### src/hdl/atp_pkg.sv
package atp_pkg;

  localparam int COORD_WIDTH     = 16;
  localparam int ANGLE_FRAC_BITS = 13;

  localparam int QF      = 16;
  localparam int CW      = COORD_WIDTH;
  localparam int NUM_W   = CW + QF;
  localparam int QUO_W   = QF + 1;
  localparam int S_W     = QF + 1;
  localparam int T_W     = QF + 1;
  localparam int PROD_W  = 2 * QF + 4;
  localparam int R_W     = QF + 4;
  localparam int ANGLE_W = 16;

  localparam int PREP_ST  = 2;
  localparam int POLY_ST  = 10;
  localparam int FOLD_ST  = 2;
  localparam int PIPE_LAT = PREP_ST + QUO_W + POLY_ST + FOLD_ST;

  localparam int SH_R  = (ANGLE_FRAC_BITS < QF) ? QF - ANGLE_FRAC_BITS : 1;
  localparam int SH_L  = (ANGLE_FRAC_BITS > QF) ? ANGLE_FRAC_BITS - QF : 0;
  localparam int RES_W = R_W + SH_L;

  localparam logic signed [T_W-1:0]    C3_Q      = T_W'(3047);
  localparam logic signed [T_W-1:0]    C2_Q      = T_W'(10441);
  localparam logic signed [T_W-1:0]    C1_Q      = T_W'(21471);
  localparam logic signed [T_W-1:0]    NEG_C3_Q  = -C3_Q;
  localparam logic signed [R_W-1:0]    HALF_PI_Q = R_W'(102944);
  localparam logic signed [R_W-1:0]    PI_Q      = R_W'(205887);
  localparam logic signed [PROD_W-1:0] RND_HALF  = PROD_W'(1) <<< (QF - 1);
  localparam logic signed [RES_W-1:0]  RND_OUT   = RES_W'(1) <<< (SH_R - 1);

  typedef struct packed {
    logic zero;
    logic swap;
    logic xneg;
    logic yneg;
  } meta_t;

  // round to nearest, ties toward plus infinity
  function automatic logic signed [PROD_W-1:0] rnd_q(input logic signed [PROD_W-1:0] v);
    return (v + RND_HALF) >>> QF;
  endfunction

endpackage

### src/hdl/atp_prep.sv
module atp_prep (
  input  logic                         clk,
  input  logic                         rst_n,
  input  logic                         in_vld,
  input  logic signed [atp_pkg::CW-1:0] x_in,
  input  logic signed [atp_pkg::CW-1:0] y_in,
  output logic                         out_vld,
  output atp_pkg::meta_t               meta_out,
  output logic [atp_pkg::NUM_W-1:0]    num_out,
  output logic [atp_pkg::CW-1:0]       den_out
);
  import atp_pkg::*;

  logic          vld_a_r;
  meta_t         meta_a_r;
  logic [CW-1:0] ax_r, ay_r;
  logic [CW-1:0] ax_nxt, ay_nxt;

  logic             vld_b_r;
  meta_t            meta_b_r;
  logic [NUM_W-1:0] num_r, num_nxt;
  logic [CW-1:0]    den_r, den_nxt;
  logic [CW-1:0]    mn;
  logic             swap;

  // magnitudes, most negative input wraps to its exact unsigned magnitude
  always_comb begin
    ax_nxt = x_in[CW-1] ? CW'(-x_in) : CW'(x_in);
    ay_nxt = y_in[CW-1] ? CW'(-y_in) : CW'(y_in);
  end

  always_ff @(posedge clk) begin
    if (!rst_n) begin
      vld_a_r <= 1'b0;
    end else begin
      vld_a_r <= in_vld;
    end
    ax_r          <= ax_nxt;
    ay_r          <= ay_nxt;
    meta_a_r.zero <= (x_in == '0) && (y_in == '0);
    meta_a_r.swap <= 1'b0;
    meta_a_r.xneg <= x_in[CW-1];
    meta_a_r.yneg <= y_in[CW-1];
  end

  always_comb begin
    swap    = ay_r > ax_r;
    mn      = swap ? ax_r : ay_r;
    den_nxt = swap ? ay_r : ax_r;
    num_nxt = {mn, QF'(0)} + NUM_W'(den_nxt >> 1);
  end

  always_ff @(posedge clk) begin
    if (!rst_n) begin
      vld_b_r <= 1'b0;
    end else begin
      vld_b_r <= vld_a_r;
    end
    num_r    <= num_nxt;
    den_r    <= den_nxt;
    meta_b_r <= {meta_a_r.zero, swap, meta_a_r.xneg, meta_a_r.yneg};
  end

  assign out_vld  = vld_b_r;
  assign meta_out = meta_b_r;
  assign num_out  = num_r;
  assign den_out  = den_r;

endmodule

### src/hdl/atp_div.sv
module atp_div (
  input  logic                      clk,
  input  logic                      rst_n,
  input  logic                      in_vld,
  input  atp_pkg::meta_t            meta_in,
  input  logic [atp_pkg::NUM_W-1:0] num_in,
  input  logic [atp_pkg::CW-1:0]    den_in,
  output logic                      out_vld,
  output atp_pkg::meta_t            meta_out,
  output logic [atp_pkg::QUO_W-1:0] quo_out
);
  import atp_pkg::*;

  logic             vld_r  [0:QUO_W-1];
  meta_t            meta_r [0:QUO_W-1];
  logic [QUO_W-1:0] quo_r  [0:QUO_W-1];
  logic [NUM_W-1:0] rem_r  [0:QUO_W-2];
  logic [CW-1:0]    den_r  [0:QUO_W-2];

  // restoring division, one quotient bit per stage, msb first
  for (genvar k = 0; k < QUO_W; k++) begin : g_step
    localparam int BIT = QUO_W - 1 - k;

    logic             vld_i;
    meta_t            meta_i;
    logic [QUO_W-1:0] quo_i;
    logic [NUM_W-1:0] rem_i;
    logic [CW-1:0]    den_i;
    logic [NUM_W-1:0] dsh;
    logic             ge;
    logic [QUO_W-1:0] quo_nxt;
    logic [NUM_W-1:0] rem_nxt;

    if (k == 0) begin : g_first
      assign vld_i  = in_vld;
      assign meta_i = meta_in;
      assign quo_i  = '0;
      assign rem_i  = num_in;
      assign den_i  = den_in;
    end else begin : g_next
      assign vld_i  = vld_r[k-1];
      assign meta_i = meta_r[k-1];
      assign quo_i  = quo_r[k-1];
      assign rem_i  = rem_r[k-1];
      assign den_i  = den_r[k-1];
    end

    always_comb begin
      dsh          = NUM_W'(den_i) << BIT;
      ge           = rem_i >= dsh;
      rem_nxt      = ge ? rem_i - dsh : rem_i;
      quo_nxt      = quo_i;
      quo_nxt[BIT] = ge;
    end

    always_ff @(posedge clk) begin
      if (!rst_n) begin
        vld_r[k] <= 1'b0;
      end else begin
        vld_r[k] <= vld_i;
      end
      meta_r[k] <= meta_i;
      quo_r[k]  <= quo_nxt;
    end

    if (k < QUO_W - 1) begin : g_carry
      always_ff @(posedge clk) begin
        rem_r[k] <= rem_nxt;
        den_r[k] <= den_i;
      end
    end
  end

  assign out_vld  = vld_r[QUO_W-1];
  assign meta_out = meta_r[QUO_W-1];
  assign quo_out  = quo_r[QUO_W-1];

endmodule

### src/hdl/atp_poly.sv
module atp_poly (
  input  logic                           clk,
  input  logic                           rst_n,
  input  logic                           in_vld,
  input  atp_pkg::meta_t                 meta_in,
  input  logic [atp_pkg::QUO_W-1:0]      a_in,
  output logic                           out_vld,
  output atp_pkg::meta_t                 meta_out,
  output logic signed [atp_pkg::R_W-1:0] r_out
);
  import atp_pkg::*;

  logic             vld_r  [0:POLY_ST-1];
  meta_t            meta_r [0:POLY_ST-1];
  logic [QUO_W-1:0] a_dl_r [0:8];
  logic [S_W-1:0]   s_dl_r [1:5];

  logic [2*QUO_W-1:0]       sq_r, sq_nxt;
  logic [S_W-1:0]           s_nxt;
  logic signed [PROD_W-1:0] p1_r, p1_nxt, p2_r, p2_nxt, p3_r, p3_nxt, p4_r, p4_nxt;
  logic signed [T_W-1:0]    t1_r, t1_nxt, t2_r, t2_nxt, t3_r, t3_nxt;
  logic signed [R_W-1:0]    r_r, r_nxt;
  logic signed [S_W:0]      s3_sg, s5_sg;
  logic signed [QUO_W:0]    a7_sg, a8_sg;

  always_comb begin
    s3_sg  = signed'({1'b0, s_dl_r[3]});
    s5_sg  = signed'({1'b0, s_dl_r[5]});
    a7_sg  = signed'({1'b0, a_dl_r[7]});
    a8_sg  = signed'({1'b0, a_dl_r[8]});
    sq_nxt = a_in * a_in;
    s_nxt  = S_W'(rnd_q(signed'(PROD_W'(sq_r))));
    p1_nxt = NEG_C3_Q * signed'({1'b0, s_dl_r[1]});
    t1_nxt = T_W'(rnd_q(p1_r)) + C2_Q;
    p2_nxt = t1_r * s3_sg;
    t2_nxt = T_W'(rnd_q(p2_r)) - C1_Q;
    p3_nxt = t2_r * s5_sg;
    t3_nxt = T_W'(rnd_q(p3_r));
    p4_nxt = t3_r * a7_sg;
    r_nxt  = R_W'(rnd_q(p4_r)) + R_W'(a8_sg);
  end

  always_ff @(posedge clk) begin
    if (!rst_n) begin
      for (int k = 0; k < POLY_ST; k++) begin
        vld_r[k] <= 1'b0;
      end
    end else begin
      vld_r[0] <= in_vld;
      for (int k = 1; k < POLY_ST; k++) begin
        vld_r[k] <= vld_r[k-1];
      end
    end
    meta_r[0] <= meta_in;
    for (int k = 1; k < POLY_ST; k++) begin
      meta_r[k] <= meta_r[k-1];
    end
    a_dl_r[0] <= a_in;
    for (int k = 1; k < 9; k++) begin
      a_dl_r[k] <= a_dl_r[k-1];
    end
    s_dl_r[1] <= s_nxt;
    for (int k = 2; k < 6; k++) begin
      s_dl_r[k] <= s_dl_r[k-1];
    end
    sq_r <= sq_nxt;
    p1_r <= p1_nxt;
    t1_r <= t1_nxt;
    p2_r <= p2_nxt;
    t2_r <= t2_nxt;
    p3_r <= p3_nxt;
    t3_r <= t3_nxt;
    p4_r <= p4_nxt;
    r_r  <= r_nxt;
  end

  assign out_vld  = vld_r[POLY_ST-1];
  assign meta_out = meta_r[POLY_ST-1];
  assign r_out    = r_r;

endmodule

### src/hdl/atp_fold.sv
module atp_fold (
  input  logic                               clk,
  input  logic                               rst_n,
  input  logic                               in_vld,
  input  atp_pkg::meta_t                     meta_in,
  input  logic signed [atp_pkg::R_W-1:0]     r_in,
  output logic                               out_vld,
  output logic signed [atp_pkg::ANGLE_W-1:0] angle_out
);
  import atp_pkg::*;

  logic                  vld_a_r;
  meta_t                 meta_a_r;
  logic signed [R_W-1:0] r1, r2_nxt, r2_r, r3;

  logic                      vld_b_r;
  logic signed [RES_W-1:0]   res;
  logic signed [ANGLE_W-1:0] angle_r, angle_nxt;

  // octant folds
  always_comb begin
    r1     = meta_in.swap ? HALF_PI_Q - r_in : r_in;
    r2_nxt = meta_in.xneg ? PI_Q - r1 : r1;
  end

  always_ff @(posedge clk) begin
    if (!rst_n) begin
      vld_a_r <= 1'b0;
    end else begin
      vld_a_r <= in_vld;
    end
    meta_a_r <= meta_in;
    r2_r     <= r2_nxt;
  end

  // sign fold and scaling to the output format
  always_comb begin
    r3 = meta_a_r.yneg ? -r2_r : r2_r;
    if (ANGLE_FRAC_BITS < QF) begin
      res = (RES_W'(r3) + RND_OUT) >>> SH_R;
    end else begin
      res = RES_W'(r3) <<< SH_L;
    end
    angle_nxt = meta_a_r.zero ? '0 : res[ANGLE_W-1:0];
  end

  always_ff @(posedge clk) begin
    if (!rst_n) begin
      vld_b_r <= 1'b0;
    end else begin
      vld_b_r <= vld_a_r;
    end
    angle_r <= angle_nxt;
  end

  assign out_vld   = vld_b_r;
  assign angle_out = angle_r;

endmodule

### src/hdl/atan2_polynomial.sv
// Four-quadrant arctangent of (in_x_coord, in_y_coord), given as a Q3.13 radian angle
// from -pi to pi on out_angle. A transaction is taken on every clock with start high;
// busy stays low, so a new vector can be presented each cycle. The result shows up
// with a one-cycle out_valid strobe after 2 prep stages, one stage per quotient bit
// of the 17-stage restoring divider, 10 polynomial stages and 2 fold stages. The
// receiver cannot stall the block and must take each result when strobed.
// Both coordinates zero give an angle of zero.
module atan2_polynomial (
  input  logic                                clk,
  input  logic                                rst_n,
  input  logic                                start,
  output logic                                busy,
  input  logic signed [atp_pkg::CW-1:0]       in_x_coord,
  input  logic signed [atp_pkg::CW-1:0]       in_y_coord,
  output logic                                out_valid,
  output logic signed [atp_pkg::ANGLE_W-1:0]  out_angle
);
  import atp_pkg::*;

  logic             acc;
  logic             prep_vld, div_vld, poly_vld;
  meta_t            prep_meta, div_meta, poly_meta;
  logic [NUM_W-1:0] prep_num;
  logic [CW-1:0]    prep_den;
  logic [QUO_W-1:0] div_quo;
  logic signed [R_W-1:0] poly_r;

  assign busy = 1'b0;
  assign acc  = start && !busy;

  atp_prep u_prep (
    .clk      (clk),
    .rst_n    (rst_n),
    .in_vld   (acc),
    .x_in     (in_x_coord),
    .y_in     (in_y_coord),
    .out_vld  (prep_vld),
    .meta_out (prep_meta),
    .num_out  (prep_num),
    .den_out  (prep_den)
  );

  atp_div u_div (
    .clk      (clk),
    .rst_n    (rst_n),
    .in_vld   (prep_vld),
    .meta_in  (prep_meta),
    .num_in   (prep_num),
    .den_in   (prep_den),
    .out_vld  (div_vld),
    .meta_out (div_meta),
    .quo_out  (div_quo)
  );

  atp_poly u_poly (
    .clk      (clk),
    .rst_n    (rst_n),
    .in_vld   (div_vld),
    .meta_in  (div_meta),
    .a_in     (div_quo),
    .out_vld  (poly_vld),
    .meta_out (poly_meta),
    .r_out    (poly_r)
  );

  atp_fold u_fold (
    .clk       (clk),
    .rst_n     (rst_n),
    .in_vld    (poly_vld),
    .meta_in   (poly_meta),
    .r_in      (poly_r),
    .out_vld   (out_valid),
    .angle_out (out_angle)
  );

  // every result strobe traces back to an accepted transaction
  a_strobe_origin: assert property (@(posedge clk) disable iff (!rst_n)
    out_valid |-> $past(acc, PIPE_LAT))
    else $error("result strobe without matching transaction");

  // origin vector gives zero
  a_origin_zero: assert property (@(posedge clk) disable iff (!rst_n)
    (acc && in_x_coord == '0 && in_y_coord == '0)
      |-> ##PIPE_LAT (out_valid && out_angle == '0))
    else $error("origin vector did not give zero angle");

  // positive horizontal axis gives zero
  a_xaxis_zero: assert property (@(posedge clk) disable iff (!rst_n)
    (acc && in_y_coord == '0 && !in_x_coord[CW-1] && in_x_coord != '0)
      |-> ##PIPE_LAT (out_valid && out_angle == '0))
    else $error("positive x axis did not give zero angle");

endmodule
### config.mk
export PLATFORM = sky130hd
export DESIGN_NAME = atan2_polynomial
export DESIGN_NICKNAME = d
export VERILOG_FILES = /design/src/hdl/atp_pkg.sv /design/src/hdl/atp_prep.sv /design/src/hdl/atp_div.sv /design/src/hdl/atp_poly.sv /design/src/hdl/atp_fold.sv /design/src/hdl/atan2_polynomial.sv
export SDC_FILE = /design/constraint.sdc
export NUM_CORES = 2
export LEC_CHECK = 0
export ABC_AREA = 1
export BUFFER_PORTS_ARGS = -buffer_cell sky130_fd_sc_hd__buf_2
export CAP_MARGIN = 20
export CORE_MARGIN = 3
export CORE_UTILIZATION = 55
export CTS_CLUSTER_DIAMETER = 120
export DETAILED_ROUTE_END_ITERATION = 10
export GPL_ROUTABILITY_DRIVEN = 0
export PLACE_DENSITY = 0.83
export SLEW_MARGIN = 20
export SYNTH_ARGS = -nofsm -noshare
export SYNTH_HDL_FRONTEND = slang
export SYNTH_SLANG_ARGS = --single-unit
### constraint.sdc
create_clock -name clk -period 6.79 [get_ports clk]
set_input_delay 0.3395 -clock clk [delete_from_list [all_inputs] [get_ports clk]]
set_output_delay 0.3395 -clock clk [all_outputs]
set_load 0.01 [all_outputs]
==> metrics.csv <==
metric,value,unit
status,finished clean,
final setup TNS,0,ns
1st-pass router iterations,7,
H-tree depth,4,
core area,179000,sq um
hpwl dp,176,mm
placed standard-cell area,101000,sq um
synth unique cells,78,
row cnt,155,
io pins,53,
Clock Path Buffers,3,
Resize count post-CTS,0,
largest area contributor in the netlist,dfxtp_1,
Mapped Avg Cell Area,8.05,sq um
MaxCap Viol Count,0,
multi-input logic area,59300,sq um
largest net degree at the start of global routing,45,
period utilisation layout,0.899,
first-pass GRT wire length,380,mm
kind of critical path,flop to flop,
Final ANT Viol Nets,0,
Yosys reg bits,1430,
"Reg clk slew, reported paths",0.06,ns
vias in the first global route,79200,
CP Launch Type,flop,
register area share after synthesis,0.289,
worst clock skew,0.0397,ns
unrepaired setup endpoints after global routing,false,
Max transition margin,0.361,
Final nets,14200,
share of cells above drive strength 1,0.0459,
Synth Flop Type,dfxtp_1,
Worst EP arrival,6.81,ns
syn_nets,14200,
ys async rst share,0,
DP Cell Count,14500,
largest cells by area after synthesis,"dfxtp_1 29%, fa_1 18%, ha_1 11%, inv_1 10%, nand2_1 9.8%",
vias per cell,5.28,
CTS root buf,clkbuf_16,
most frequent CP cell,fa_1,
max incr delay on CP,0.90,ns
post-route cell area,107000,sq um
area delta synth->final,8.17,%
PortBufs,51,
CP Max Fanout,18,
utilization after layout,0.600,
1st-iter DRT viols,6478,
"Remaining Overflow, GRT",0,
initial antenna violation count,6,
CTS tree,built,
Final Hold Viols,0,
Fmax achieved,164,MHz
width of the die,431,microns
"Data required, critical path",7.50,ns
post-synth top area share,0.289,
Post-Synthesis Cells,12300,
Yosys warning total,0,
Finished Layout Cells,14800,
CTS Buf Count,149,
"Slew Viols, Final",0,
number of synthesized flops with an enable pin,0,
minimum clock period,6.10,ns
Initial Utilization,0.555,
Die H,431,microns
Sequential Area,28600,sq um
final setup fails,0,
Die ar.,185000,sq um
Total GRT Usage,0.248,
clock sinks,1430,
crit-path cells,"nand2_1, fa_1, inv_1, fa_1, fa_1, fa_1, fa_1, inv_1, fa_1, inv_1, ha_1, nand2_1, nor4_1, nand2_1, nand2_1, a21oi_1, or2_2, nand3_1, nand2_1",
wire length per cell,15.4,microns
slowest library cell on the worst path,dfxtp_1,
Worst Setup End Kind,flop,
total wire length,228,mm
worst hold path class,input port to flop,
synthesized area,99200,sq um
Slew @ Worst Pin,0.956,ns
vias,78200,
worst-skew pair later-pin latency,0.82,ns
FILL cells,14600,
residual DRC count,0,
worst max-delay path: cells and delay by family, from the launching register on:
family	cells	cell delay, ns
fa+ha+maj	7	3.50
flops	1	0.90
simple gates	8	1.32
compound gates	1	0.11
buf+inv	3	0.15
area by class of cell:
class	count	share of cell area
Inverter	2650	0.0928
Antenna cell	3	0.0000700
Clock buffer	187	0.0385
Timing Repair Buffer	149	0.0105
Clock inverter	84	0.0116
Sequential cell	1430	0.267
Multi-Input combinational cell	7930	0.552
Tap cell	2355	0.0275
cells by family (layout without fill, tap and decap cells):
kind of cell,count (synthesis),after routing,synth area share
AOI/OAI and AO/OA,1395,1395,0.0783
adders and majority gates,1810,1810,0.297
and+or+nand+nor,4221,4221,0.178
buffers and inverters,2962,3070,0.114
other,1,4,0.0000378
xor gates and xnor gates,503,503,0.0447
DFF,1430,1430,0.289
timing repair:
action	CTS	global route
endpoints found under the hold margin	65	0
setup endpoints to repair	0	0
hold buffers	53	0
setup buffers	0	0
stage by stage:
stage	hold WS (ns)	setup WS, ns
after floorplan	0.310	1.13
after global placement	0.310	0.824
after detailed placement	0.312	0.782
after CTS	0.164	0.721
after global routing	0.235	0.352
final	0.276	0.686
cell usage after synthesis, drive strengths merged, types with 29 or more instances:
library cell and number:
ha 905, nor2 774, nand2 2610, a21o 53
fa 905, or2 90, o21bai 29, o21ai 558
a31oi 51, a21oi 593, xnor2 197, clkbuf 253
dfxtp 1430, nand3 377, inv 2649, nor4 53
nand4 141, xor2 306, buf 59, nor3 134
flip-flops by register name, indices dropped and copies added (netlist names), 19 cells and up:
name / flops
u_fold.r2_r: 19
u_div.meta_r: 68
u_poly.p1_r: 19
u_poly.a_dl_r: 152
u_div.quo_r: 153
u_poly.s_dl_r: 82
u_poly.sq_r: 19
u_div.den_r: 256
u_poly.p4_r: 20
u_div.rem_r: 376
u_poly.meta_r: 40
u_poly.r_out: 19
worst paths after layout:
| kind | start | to | slack (ns) | cells after the start |
|---|---|---|---|---|
| worst min-delay path | in_y_coord[0] | u_prep.ay_r[0] | 0.28 | 2 |
| worst min register to register | u_div.quo_r[0][232] | u_div.quo_r[0][249] | 0.30 | 0 |
| worst max-delay path | u_poly.s_dl_r[0][55] | u_poly.p2_r[27] | 0.69 | 19 |
| worst max register to register | u_poly.s_dl_r[0][55] | u_poly.p2_r[27] | 0.69 | 19 |
cells in the final DEF, fill, tap and decap left out, drive strengths merged, types with 96 or more instances in the layout:
cell type  count
nor2         774
xnor2        197
a21oi        593
nand2       2610
buf           96
fa           905
dfxtp       1430
nor3         134
ha           905
nand3        377
inv         2667
nand4        141
xor2         306
o21ai        558
clkbuf       187
per-layer routing:
| metal | GRT usage | routed length (microns) | vias up |
|---|---|---|---|
| met5 | 0 | 0 | - |
| met4 | 0.115 | 11200 | 0 |
| met3 | 0.0411 | 16600 | 805 |
| met2 | 0.432 | 110000 | 3171 |
| met1 | 0.298 | 89500 | 36400 |
| li1 | - | - | 37800 |
Power is not shown: default switching activity piles up to over one toggle a cycle in this logic, so the estimate is an artifact.
